File: config.mk
export PLATFORM = sky130hd
export DESIGN_NAME = bright_blob_centroid_steering
export DESIGN_NICKNAME = d
export VERILOG_FILES = /design/src/rtl/bbcs_pkg.sv /design/src/rtl/bright_blob_centroid_steering.sv /design/src/rtl/bbcs_div.sv /design/src/rtl/bbcs_ctrl.sv /design/src/rtl/bbcs_dpath.sv
export SDC_FILE = /design/constraint.sdc
export NUM_CORES = 2
export LEC_CHECK = 0
export BUFFER_PORTS_ARGS = -buffer_cell sky130_fd_sc_hd__buf_2
export CAP_MARGIN = 10
export CORE_MARGIN = 8
export CORE_UTILIZATION = 52
export DETAILED_ROUTE_END_ITERATION = 10
export GPL_TIMING_DRIVEN = 0
export PLACE_DENSITY = 0.8
export SKIP_CTS_REPAIR_TIMING = 1
export SYNTH_ARGS = -nofsm -noshare
export SYNTH_HDL_FRONTEND = slang
export SYNTH_SLANG_ARGS = --single-unit
export TNS_END_PERCENT = 5
File: constraint.sdc
create_clock -name clk -period 23.1 [get_ports clk]
set_clock_uncertainty 0.05 [all_clocks]
set_input_delay 2.31 -clock clk [delete_from_list [all_inputs] [get_ports clk]]
set_output_delay 2.31 -clock clk [all_outputs]
set_load 0.02 [all_outputs]
File: src/rtl/bbcs_pkg.sv
// Package with constants, codes and controller interface types for the centroid steering block.
`timescale 1ns / 1ps
package bbcs_pkg;
	localparam int DEF_MAX_WIDTH  = 1024;
	localparam int DEF_MAX_HEIGHT = 1024;

	localparam int CNT_W  = 21;
	localparam int SUM_W  = 30;
	localparam int DIM_W  = 11;
	localparam int PIX_W  = 8;
	localparam int COL_W  = 10;
	localparam int LIN_W  = 15;
	localparam int ANG_W  = 16;
	localparam int NUM_W  = 52;
	localparam int DEN_W  = 35;

	localparam logic [LIN_W-1:0] LIN_MAX      = 15'd19661;
	localparam logic [LIN_W-1:0] LIN_MIN      = 15'd3932;
	localparam logic [LIN_W-1:0] ANG_MAX      = 15'd26214;
	localparam logic [16:0]      CHANGE_LIMIT = 17'd327;
	localparam logic [15:0]      E_MAX        = 16'd32768;
	localparam logic [16:0]      T_LIMIT      = 17'd15729;
	localparam logic [16:0]      RECIP5       = 17'd52429;

	localparam logic [1:0] REG_THRESHOLD = 2'd0;
	localparam logic [1:0] REG_WIDTH     = 2'd1;
	localparam logic [1:0] REG_HEIGHT    = 2'd2;

	localparam logic [1:0] OP_ANG  = 2'd0;
	localparam logic [1:0] OP_ERR  = 2'd1;
	localparam logic [1:0] OP_FRAC = 2'd2;

	typedef struct packed {
		logic       prep;
		logic       div_start;
		logic [1:0] div_op;
		logic       mul;
		logic       send;
	} ctrl_cmd_t;

	typedef struct packed {
		logic zero;
		logic div_done;
		logic out_free;
	} dp_status_t;
endpackage

File: src/rtl/bright_blob_centroid_steering.sv
// Top level of the bright blob centroid steering block.
//  channel   direction  handshake              payload
//  s_*       in         s_tvalid / s_tready    s_tdata pixel, s_tlast frame end
//  m_*       out        m_tvalid / m_tready    m_tdata drive command
//  cfg_*     in         cfg_valid / cfg_ready  cfg_index, cfg_data
// Ordinary pixels are accepted while the block is accumulating. A frame-end pixel holds
// off the next request through setup, three runs of the shared 52-step divider, the final
// multiply and the handoff; with a zero frame size or no white pixel the divisions and
// multiply are skipped. Reset is asynchronous and active low. A pending command waits in
// the output register while new pixels are taken; a frame-end handoff stalls only if it is full.
`timescale 1ns / 1ps
module bright_blob_centroid_steering #(
	parameter int MAX_WIDTH  = bbcs_pkg::DEF_MAX_WIDTH,
	parameter int MAX_HEIGHT = bbcs_pkg::DEF_MAX_HEIGHT
) (
	input  logic                       clk,
	input  logic                       arst_n,
	input  logic                       s_tvalid,
	output logic                       s_tready,
	input  logic [39:0]                s_tdata,   // red, green, blue, column, zero pad
	input  logic                       s_tlast,
	output logic                       m_tvalid,
	input  logic                       m_tready,
	output logic [31:0]                m_tdata,   // linear_speed, angular_speed, zero pad
	input  logic                       cfg_valid,
	output logic                       cfg_ready,
	input  logic [1:0]                 cfg_index,
	input  logic [bbcs_pkg::DIM_W-1:0] cfg_data
);
	import bbcs_pkg::*;

	ctrl_cmd_t  cmd;
	dp_status_t status;

	assign cfg_ready = 1'b1;

	bbcs_ctrl u_ctrl (
		.clk      (clk),
		.arst_n   (arst_n),
		.s_tvalid (s_tvalid),
		.s_tlast  (s_tlast),
		.s_tready (s_tready),
		.status   (status),
		.cmd      (cmd)
	);

	bbcs_dpath #(
		.MAX_WIDTH  (MAX_WIDTH),
		.MAX_HEIGHT (MAX_HEIGHT)
	) u_dpath (
		.clk       (clk),
		.arst_n    (arst_n),
		.cfg_valid (cfg_valid),
		.cfg_index (cfg_index),
		.cfg_data  (cfg_data),
		.pix_acc   (s_tvalid & s_tready),
		.s_tdata   (s_tdata),
		.cmd       (cmd),
		.status    (status),
		.m_tready  (m_tready),
		.m_tvalid  (m_tvalid),
		.m_tdata   (m_tdata)
	);
endmodule

File: src/rtl/bbcs_div.sv
// Restoring divider with round-half-up, one quotient bit per cycle.
`timescale 1ns / 1ps
module bbcs_div (
	input  logic                        clk,
	input  logic                        arst_n,
	input  logic                        start,
	input  logic [bbcs_pkg::NUM_W-1:0]  num,
	input  logic [bbcs_pkg::DEN_W-1:0]  den,
	output logic                        done,
	output logic [bbcs_pkg::NUM_W-1:0]  quot
);
	import bbcs_pkg::*;

	localparam int CW = $clog2(NUM_W + 1);

	logic [NUM_W-1:0] num_q;
	logic [DEN_W-1:0] den_q;
	logic [DEN_W:0]   rem_q;
	logic [CW-1:0]    cnt_q;
	logic             done_q;
	logic [DEN_W:0]   shifted;
	logic             fits;

	assign shifted = {rem_q[DEN_W-1:0], num_q[NUM_W-1]};
	assign fits    = shifted >= {1'b0, den_q};

	always_ff @(posedge clk or negedge arst_n) begin
		if (!arst_n) begin
			cnt_q  <= '0;
			done_q <= 1'b0;
		end else begin
			done_q <= 1'b0;
			if (start) begin
				cnt_q <= CW'(NUM_W);
			end else if (cnt_q != '0) begin
				cnt_q <= cnt_q - 1'b1;
				if (cnt_q == CW'(1)) done_q <= 1'b1;
			end
		end
	end

	always_ff @(posedge clk) begin
		if (start) begin
			num_q <= num + NUM_W'(den >> 1);
			den_q <= den;
			rem_q <= '0;
		end else if (cnt_q != '0) begin
			rem_q <= fits ? shifted - {1'b0, den_q} : shifted;
			num_q <= {num_q[NUM_W-2:0], fits};
		end
	end

	assign done = done_q;
	assign quot = num_q;
endmodule

File: src/rtl/bbcs_ctrl.sv
// Controller state machine sequencing accumulation and the per-frame command computation.
`timescale 1ns / 1ps
module bbcs_ctrl (
	input  logic                   clk,
	input  logic                   arst_n,
	input  logic                   s_tvalid,
	input  logic                   s_tlast,
	output logic                   s_tready,
	input  bbcs_pkg::dp_status_t   status,
	output bbcs_pkg::ctrl_cmd_t    cmd
);
	import bbcs_pkg::*;

	localparam logic [3:0] ST_ACC  = 4'd0;
	localparam logic [3:0] ST_PREP = 4'd1;
	localparam logic [3:0] ST_CHK  = 4'd2;
	localparam logic [3:0] ST_DIVA = 4'd3;
	localparam logic [3:0] ST_DIVE = 4'd4;
	localparam logic [3:0] ST_DIVT = 4'd5;
	localparam logic [3:0] ST_MUL  = 4'd6;
	localparam logic [3:0] ST_FIN  = 4'd7;

	logic [3:0] state_q, state_d;

	always_ff @(posedge clk or negedge arst_n) begin
		if (!arst_n) state_q <= ST_ACC;
		else state_q <= state_d;
	end

	assign s_tready = state_q == ST_ACC;

	always_comb begin
		state_d = state_q;
		cmd     = '0;
		unique case (state_q)
			ST_ACC: begin
				if (s_tvalid && s_tlast) state_d = ST_PREP;
			end
			ST_PREP: begin
				cmd.prep = 1'b1;
				state_d  = ST_CHK;
			end
			ST_CHK: begin
				if (status.zero) begin
					state_d = ST_FIN;
				end else begin
					cmd.div_start = 1'b1;
					cmd.div_op    = OP_ANG;
					state_d       = ST_DIVA;
				end
			end
			ST_DIVA: begin
				if (status.div_done) begin
					cmd.div_start = 1'b1;
					cmd.div_op    = OP_ERR;
					state_d       = ST_DIVE;
				end
			end
			ST_DIVE: begin
				if (status.div_done) begin
					cmd.div_start = 1'b1;
					cmd.div_op    = OP_FRAC;
					state_d       = ST_DIVT;
				end
			end
			ST_DIVT: begin
				if (status.div_done) state_d = ST_MUL;
			end
			ST_MUL: begin
				cmd.mul = 1'b1;
				state_d = ST_FIN;
			end
			ST_FIN: begin
				if (status.out_free) begin
					cmd.send = 1'b1;
					state_d  = ST_ACC;
				end
			end
			default: state_d = ST_ACC;
		endcase
	end
endmodule

File: src/rtl/bbcs_dpath.sv
// Datapath with accumulators, configuration registers, divider operands and output register.
`timescale 1ns / 1ps
module bbcs_dpath #(
	parameter int MAX_WIDTH  = bbcs_pkg::DEF_MAX_WIDTH,
	parameter int MAX_HEIGHT = bbcs_pkg::DEF_MAX_HEIGHT
) (
	input  logic                       clk,
	input  logic                       arst_n,
	input  logic                       cfg_valid,
	input  logic [1:0]                 cfg_index,
	input  logic [bbcs_pkg::DIM_W-1:0] cfg_data,
	input  logic                       pix_acc,
	input  logic [39:0]                s_tdata,
	input  bbcs_pkg::ctrl_cmd_t        cmd,
	output bbcs_pkg::dp_status_t       status,
	input  logic                       m_tready,
	output logic                       m_tvalid,
	output logic [31:0]                m_tdata
);
	import bbcs_pkg::*;

	logic [PIX_W-1:0] thr_q;
	logic [DIM_W-1:0] cfg_w_q, cfg_h_q, w_q, h_q;
	logic [CNT_W-1:0] count_q;
	logic [SUM_W-1:0] sum_q;
	logic [31:0]      d_q, mag_q;
	logic [21:0]      wh_q;
	logic             neg_q;
	logic [1:0]       op_q;
	logic signed [ANG_W-1:0] ang_q, last_ang_q;
	logic [LIN_W-1:0] lin_q, last_lin_q, base_q;
	logic [15:0]      e_q, pen_q;
	logic             out_valid_q;
	logic [31:0]      out_q;

	logic [PIX_W-1:0] red, green, blue;
	logic [COL_W-1:0] column;
	logic             white;
	logic [SUM_W:0]   sum_next;
	logic [DIM_W-1:0] w_clamp, h_clamp;
	logic [31:0]      d_next;
	logic [30:0]      twice_sum;
	logic [NUM_W-1:0] div_num, quot;
	logic [DEN_W-1:0] div_den;
	logic             div_done;
	logic [33:0]      mag3;
	logic [23:0]      cnt5;
	logic [17:0]      e3;
	logic [33:0]      pen_div;
	logic [LIN_W-1:0] a_mag;
	logic [30:0]      prod;
	logic [16:0]      dlin, dang;
	logic             changed;

	assign red    = s_tdata[7:0];
	assign green  = s_tdata[15:8];
	assign blue   = s_tdata[23:16];
	assign column = s_tdata[33:24];
	assign white  = red >= thr_q && green >= thr_q && blue >= thr_q;
	assign sum_next = {1'b0, sum_q} + (SUM_W+1)'(column);

	always_ff @(posedge clk or negedge arst_n) begin
		if (!arst_n) begin
			thr_q   <= 8'd200;
			cfg_w_q <= 11'd640;
			cfg_h_q <= 11'd480;
		end else if (cfg_valid) begin
			unique case (cfg_index)
				REG_THRESHOLD: thr_q <= cfg_data[PIX_W-1:0];
				REG_WIDTH:     cfg_w_q <= cfg_data;
				REG_HEIGHT:    cfg_h_q <= cfg_data;
				default: ;
			endcase
		end
	end

	always_ff @(posedge clk or negedge arst_n) begin
		if (!arst_n) begin
			count_q <= '0;
			sum_q   <= '0;
		end else if (cmd.send) begin
			count_q <= '0;
			sum_q   <= '0;
		end else if (pix_acc && white) begin
			if (count_q != '1) count_q <= count_q + 1'b1;
			sum_q <= sum_next[SUM_W] ? '1 : sum_next[SUM_W-1:0];
		end
	end

	assign w_clamp = (13'(cfg_w_q) > 13'(MAX_WIDTH)) ? DIM_W'(MAX_WIDTH) : cfg_w_q;
	assign h_clamp = (13'(cfg_h_q) > 13'(MAX_HEIGHT)) ? DIM_W'(MAX_HEIGHT) : cfg_h_q;
	assign d_next    = 32'(w_clamp) * 32'(count_q);
	assign twice_sum = {sum_q, 1'b0};

	always_ff @(posedge clk) begin
		if (cmd.prep) begin
			w_q   <= w_clamp;
			h_q   <= h_clamp;
			d_q   <= d_next;
			wh_q  <= 22'(w_clamp) * 22'(h_clamp);
			neg_q <= d_next < 32'(twice_sum);
			mag_q <= (d_next >= 32'(twice_sum)) ? d_next - 32'(twice_sum)
			                                    : 32'(twice_sum) - d_next;
			lin_q <= '0;
			ang_q <= '0;
		end
		if (cmd.div_start) op_q <= cmd.div_op;
		if (div_done) begin
			case (op_q)
				OP_ANG:  ang_q <= neg_q ? -$signed({1'b0, a_mag}) : $signed({1'b0, a_mag});
				OP_ERR:  e_q <= (quot > NUM_W'(E_MAX)) ? E_MAX : quot[15:0];
				default: begin
					base_q <= (quot > NUM_W'(T_LIMIT)) ? LIN_MIN : LIN_MAX - quot[LIN_W-1:0];
					pen_q  <= E_MAX - pen_div[33:18];
				end
			endcase
		end
		if (cmd.mul) lin_q <= prod[29:15];
	end

	assign a_mag = (quot > NUM_W'(ANG_MAX)) ? ANG_MAX : quot[LIN_W-1:0];
	assign prod  = 31'(base_q) * 31'(pen_q) + 31'd16384;

	assign mag3 = {mag_q, 1'b0} + 34'(mag_q);
	assign cnt5 = {1'b0, count_q, 2'b00} + 24'(count_q);
	assign e3   = {1'b0, e_q, 1'b0} + 18'(e_q);

	// Rounded division of 3e by five through a reciprocal multiply.
	assign pen_div = (34'(e3) + 34'd2) * 34'(RECIP5);

	always_comb begin
		case (cmd.div_op)
			OP_ANG: begin
				div_num = NUM_W'({mag3, 16'd0});
				div_den = DEN_W'({d_q, 2'b00}) + DEN_W'(d_q);
			end
			OP_ERR: begin
				div_num = NUM_W'({mag_q, 15'd0});
				div_den = DEN_W'(d_q);
			end
			default: begin
				div_num = NUM_W'({cnt5, 14'd0});
				div_den = DEN_W'(wh_q);
			end
		endcase
	end

	bbcs_div u_div (
		.clk    (clk),
		.arst_n (arst_n),
		.start  (cmd.div_start),
		.num    (div_num),
		.den    (div_den),
		.done   (div_done),
		.quot   (quot)
	);

	assign dlin = {2'b00, lin_q} - {2'b00, last_lin_q};
	assign dang = {ang_q[ANG_W-1], ang_q} - {last_ang_q[ANG_W-1], last_ang_q};
	assign changed = ($signed(dlin) > $signed(CHANGE_LIMIT)) ||
	                 ($signed(dlin) < -$signed(CHANGE_LIMIT)) ||
	                 ($signed(dang) > $signed(CHANGE_LIMIT)) ||
	                 ($signed(dang) < -$signed(CHANGE_LIMIT));

	always_ff @(posedge clk or negedge arst_n) begin
		if (!arst_n) begin
			out_valid_q <= 1'b0;
			last_lin_q  <= '0;
			last_ang_q  <= '0;
		end else begin
			if (m_tready) out_valid_q <= 1'b0;
			if (cmd.send && changed) begin
				out_valid_q <= 1'b1;
				last_lin_q  <= lin_q;
				last_ang_q  <= ang_q;
			end
		end
	end

	always_ff @(posedge clk) begin
		if (cmd.send && changed) out_q <= {1'b0, ang_q, lin_q};
	end

	assign status.zero     = w_q == '0 || h_q == '0 || d_q == '0;
	assign status.div_done = div_done;
	assign status.out_free = !out_valid_q || m_tready;
	assign m_tvalid = out_valid_q;
	assign m_tdata  = out_q;
endmodule

### Yosys cells after proc, flatten, opt, wreduce, memory -nomap -nowiden

Index checks and enable logic that the tools add are counted.

| word-level totals | value |
|---|---|
| bits in registers | 466 |
| output and inout port bits | 35 |

| cells by class | value |
|---|---|
| $add $sub $neg | 18 |
| multipliers | 4 |
| $lt $le $gt $ge | 15 |
| eq/ne operators | 18 |
| multiplexer cells | 43 |
| bitwise logic cells | 2 |
| reduce and logical (&&, ||, !) cells | 33 |

Operators with widths:

| operator | number |
|---|---|
| $mux 52 | 2 |
| $pmux 50 s2 | 1 |
| $mux 30 | 3 |
| $pmux 35 s2 | 1 |
| $mux 16 | 4 |
| $mux 21 | 3 |
| $add 52x34->52 | 1 |
| $gt 52x14->1 const B | 1 |
| $gt 52x15->1 const B | 1 |
| $gt 52x16->1 const B | 1 |
| $mux 15 | 3 |
| $ge 36x35->1 | 1 |
| $add 34x32->35 | 1 |
| $mux 35 | 1 |
| $sub 35x35->35 | 1 |
| $add 33x32->34 | 1 |
| $gt 17x10->1 const B | 2 |
| $lt 17x10->1 const B | 2 |
| $mul 34x16->34 const B | 1 |
| $ge 32x31->1 | 1 |
| $logic_not 32->1 | 1 |
| $lt 32x31->1 | 1 |
| $mul 11x21->32 | 1 |
| $mux 32 | 1 |
| other kinds (47) | 97 |

### Longest topological paths before layout

| depth | value |
|---|---|
| depth in word-level cells | 9 |
| mapped depth | 40 |

### Modules after synthesis

A second synthesis with hierarchy kept.

| unflattened totals | value |
|---|---|
| cell total of the unflattened synthesis | 6338 |
| area total of the unflattened synthesis | 57970.6 µm² |

Modules (own cells, without submodules):

| module | instances | cells an instance | area an instance (µm²) |
|---|---|---|---|
| bbcs_dpath | 1 | 5291 | 48340.1 |
| bbcs_div | 1 | 1011 | 9351.5 |
| bbcs_ctrl | 1 | 33 | 261.5 |
| bright_blob_centroid_steering | 1 | 3 | 17.5 |

### Least setup slack after synthesis

Ideal clock, no wire load.

| path | value |
|---|---|
| kind | reg2reg |
| start | register u_ctrl.state_q[0] |
| end | register u_dpath.ang_q[11] |
| arrival | 10309 ps |
| path slack | 12613 ps |
| cell stages (with the launch flop) | 7 |
| path buffers | 2 |
| period minus slack after synthesis | 10487 ps |
| cells stage by stage | dfrtp_1 clkbuf_1 nor3b_1 nor2_1 clkbuf_1 nand2_1 o21ai_0 |

| between the ends | value |
|---|---|
| longest elaborated chain between the ends | 5 |

Ends and longest elaborated chain:

| item | line | source |
|---|---|---|
| from (decl) | bbcs_ctrl.sv:23 | `logic [3:0] state_q, state_d;` |
| from (signal assigned) | bbcs_ctrl.sv:27 | `else state_q <= state_d;` |
| $eq 4x1->1 (*) | bbcs_ctrl.sv:35 | `unique case (state_q)` |
| $mux 1 (*) | bbcs_ctrl.sv:35 |  |
| $mux 16 (*) | bbcs_dpath.sv:96 | `if (cmd.prep) begin` |
| $mux 16 | bbcs_dpath.sv:109 | `case (op_q)` |
| $mux 16 (*) | bbcs_dpath.sv:108 | `if (div_done) begin` |
| to (signal assigned) | bbcs_dpath.sv:110 | `OP_ANG: ang_q <= neg_q ? -$signed({1'b0, a_mag}) : $signed({1'b0, a_mag});` |
| to (decl) | bbcs_dpath.sv:30 | `logic signed [ANG_W-1:0] ang_q, last_ang_q;` |

Mark *: on every way between the ends. The rest lies on a longest branch, timed or not.
A chain may end at the register's enable or synchronous reset.

### Worst setup path in the final report

| path | value |
|---|---|
| start | register u_dpath.cfg_w_q[10] |
| end | register u_dpath.mag_q[18] (data pin) |

| between the ends | value |
|---|---|
| longest elaborated chain between the ends | 5 |
| elaborated cells between the ends (all ways) | 7 |
| classes of those cells | add/sub (2); mul (1); order compare (2); mux (2) |

Ends and longest elaborated chain:

| item | line | source |
|---|---|---|
| from (decl) | bbcs_dpath.sv:23 | `logic [DIM_W-1:0] cfg_w_q, cfg_h_q, w_q, h_q;` |
| from (signal assigned) | bbcs_dpath.sv:70 | `REG_WIDTH: cfg_w_q <= cfg_data;` |
| $gt 11x11->1 | bbcs_dpath.sv:90 | `assign w_clamp = (13'(cfg_w_q) > 13'(MAX_WIDTH)) ? DIM_W'(MAX_WIDTH) : cfg_w_q;` |
| $mux 11 (*) | bbcs_dpath.sv:90 |  |
| $mul 11x21->32 (*) | bbcs_dpath.sv:92 | `assign d_next = 32'(w_clamp) * 32'(count_q);` |
| via u_dpath.d_next[30] | bbcs_dpath.sv:41 | `logic [31:0] d_next;` |
| $ge 32x31->1 (*) | bbcs_dpath.sv:102 | `mag_q <= (d_next >= 32'(twice_sum)) ? d_next - 32'(twice_sum)` |
| $mux 32 (*) | bbcs_dpath.sv:102 |  |
| to (signal assigned) | bbcs_dpath.sv:102 |  |
| to (decl) | bbcs_dpath.sv:26 | `logic [31:0] d_q, mag_q;` |

Mark *: on every way through the listed nets, which the timed path passes. The rest lies on a longest branch.

==> impl_metrics.tcl <==
set metrics [dict create \
    setup_viol 0 \
    ir_worst_vdd_mv 0.206 \
    synth_commonest_cells "868 x inv_1, 663 x ha_1, 660 x nand2_1" \
    grt_pass1_vias 47329 \
    maxSlewViolCount 0 \
    drtAntennaViolNets 0 \
    synthArstFlopShare_pct 26.5 \
    routabilityCongestion 0.999 \
    p_per_area_nw_per_um2 130 \
    post-route-period-util_pct 50.3 \
    p_leak_uw 0.0289 \
    hp-class "reg2reg" \
    viasPerCell 5.90 \
    ys_ff_latch 464 \
    startpoint_type "flip-flop" \
    r2r-start "u_dpath.cfg_w_q[10]$_DFFE_PN0P_" \
    synthFlopType "edfxtp_1" \
    yosys.area.top_type_share_pct 18.9 \
    slew_headroom_pct 24.6 \
    yosysTopAreaCell "fa_1" \
    max_freq_ghz 0.0860 \
    dpl.hpwl_um 125000 \
    drive_gt1_share_pct 5.24 \
    critical_path_buf_inv_count 7 \
    outcome "finished, final reports clean" \
    portBuffers 85 \
    yosys_warnings 0 \
    avgSynthCellArea_sq_um 9.09 \
    worst_pin_slew_ns 1.13 \
    synth_area_leaders "fa_1 19%, edfxtp_1 15%, ha_1 15%" \
    grt-ovfl-total 0 \
    fp-row-count 121 \
    cts_tree "yes" \
    die_h_um 346 \
    vias 46416 \
    routed_wirelength_um 155000 \
    wl_per_cell_um 19.7 \
    clk_pin_slew_ns 0.06 \
    cpLargestDelayFamily "adder cells" \
    cts.sinks 464 \
    hp-start "u_dpath.u_div.rem_q[12]$_SDFFE_PP0P_" \
    cts_buffer_depth 3 \
    final_nets 7660 \
    drtPass1Iterations 8 \
    ios 94 \
    root_buffer "clkbuf_16" \
    clock_latency_ns 0.65 \
    fin_crit_ns 11.62 \
    path_max_fanout 10 \
    syn_nets 7506 \
    numCtsBuffers 54 \
    dieArea_sq_um 120000 \
    startpoint "u_dpath.cfg_w_q[10]$_DFFE_PN0P_" \
    synth_edf_count 290 \
    grt_usage_pct 25.2 \
    yosysSeqAreaShare_pct 22.6 \
    slowest_delay_ns 0.70 \
    drtIter0Drc 3424 \
    post-route-util_pct 56.3 \
    cpMostUsedCell "fa_1" \
    endpoint_kind "flip-flop" \
    hold_violations 0 \
    critical_path_arrival_ns 12.01 \
    path_class "reg2reg" \
    rsz0062_at_grt "false" \
    critPathSlowestCell "clkinv_1" \
    syn_inst 6249 \
    syn_to_final_growth_pct 7.65 \
    die_w_um 346 \
    grt_antenna_before_repair 2 \
    initial_core_util_pct 52.3 \
    holdWs_ns 0.435 \
    drc 0 \
    yosysMostFrequentCell "inv_1" \
    coreArea_sq_um 109000 \
    synth_cell_type_count 103 \
    cts-htree-levels 2 \
    maxCapViolCount 0 \
    grt_max_degree 87 \
    tns_ns 0 \
    grt_pass1_wl_um 247000 \
    synth_area_sq_um 56800 \
    required_ns 23.49 \
]
## report_power, final
group,internal [uW],total [uW],switching [uW]
registers,1310,1490,180
clock network,552,936,384
logic,2300,5530,3240
## layout by cell type, fill, tap and decap left out, types with 40 or more instances in the layout
master / count
inv_1: 868
a21o_1: 133
dfxtp_1: 51
clkbuf_16: 57
and3_1: 40
a21oi_1: 346
o211ai_1: 47
edfxtp_1: 290
nand3_1: 89
ha_1: 663
buf_2: 89
xnor2_1: 183
o21bai_1: 46
o21a_1: 52
a31oi_1: 55
fa_1: 535
a211oi_1: 67
dfrtp_1: 114
and2_1: 265
nand2_1: 659
nand2b_1: 64
clkbuf_1: 219
mux2i_1: 54
nor3_1: 103
nor2_1: 378
nor4_1: 45
xor2_1: 112
o21ai_0: 223
## through the flow
stage          power [uW]  cells  setup WS [ns]  area, sq um
2_1_floorplan        5710   6249          12.61        56800
3_3_place_gp         6760   7748           8.38        59000
3_5_place_dp         6950   7761          11.65        59200
4_1_cts              7930   7863          11.62        61100
5_1_grt              8640   7863          11.08        61100
6_report             7960   7864          11.48        61100
## area by class of cell
class / instances / area [sq um]
multi-input cells: 4669 / 39700
diodes: 1 / 2.50
repair buffers: 98 / 612
plain buffers: 240 / 953
clock inverters: 30 / 412
flip-flops and latches: 464 / 12800
well taps: 1414 / 1770
fillers: 9284 / 47400
clock buffers: 72 / 1530
inverters: 876 / 3290
## registers in the layout, indices dropped and copies added (netlist names), 21 cells and up
register and flops:
u_dpath.count_q 21, u_dpath.d_q 31, u_dpath.m_tdata 31, u_dpath.mag_q 32, u_dpath.sum_q 30, u_dpath.u_div.den_q 35
u_dpath.u_div.quot 52, u_dpath.u_div.rem_q 35, u_dpath.wh_q 22
## final timing paths
check,endpoint,slack (ns),depth (start not counted)
hold reg to reg,u_dpath.u_div.rem_q[12]$_SDFFE_PP0P_,0.43,2
min in group asynchronous,u_dpath.sum_q[3]$_DFFE_PN0P_,1.55,1
setup / recovery,u_dpath.mag_q[18]$_DFFE_PP_,11.48,34
hold / removal,u_dpath.u_div.rem_q[12]$_SDFFE_PP0P_,0.43,2
max in group asynchronous,u_dpath.last_lin_q[4]$_DFFE_PN0P_,20.61,2
setup reg to reg,u_dpath.mag_q[18]$_DFFE_PP_,11.48,34
## worst reg2reg max path, delay by kind of cell, from the launching register on
kind | cells | cell delay (ns)
xor gates and xnor gates | 1 | 0.30
buffers and inverters | 7 | 2.13
muxes | 2 | 0.40
adders and majority gates | 7 | 3.33
AOI/OAI and AO/OA | 10 | 2.85
DFF | 1 | 0.42
and+or+nand+nor | 7 | 1.96
## cell families (layout without fill, tap and decap cells)
| logic type | count (synthesis) | after routing | share of synthesized area, % |
|---|---|---|---|
| fa+ha+maj | 1198 | 1198 | 33.5 |
| xor+xnor | 295 | 295 | 4.55 |
| simple gates | 1850 | 1850 | 15.7 |
| mux | 117 | 117 | 2.39 |
| other cells | 2 | 3 | 0.0132 |
| buf+inv | 1116 | 1316 | 7.47 |
| flops | 464 | 464 | 22.6 |
| compound gates | 1207 | 1207 | 13.9 |
## routing by layer
layer,vias up,track usage (%),routed length (um)
li1,21470,-,-
met1,22467,30.2,59500
met2,1967,43.8,75400
met3,510,3.92,11100
met4,2,12.6,8990
met5,-,0,23
Power figures use the tool's default switching activity.
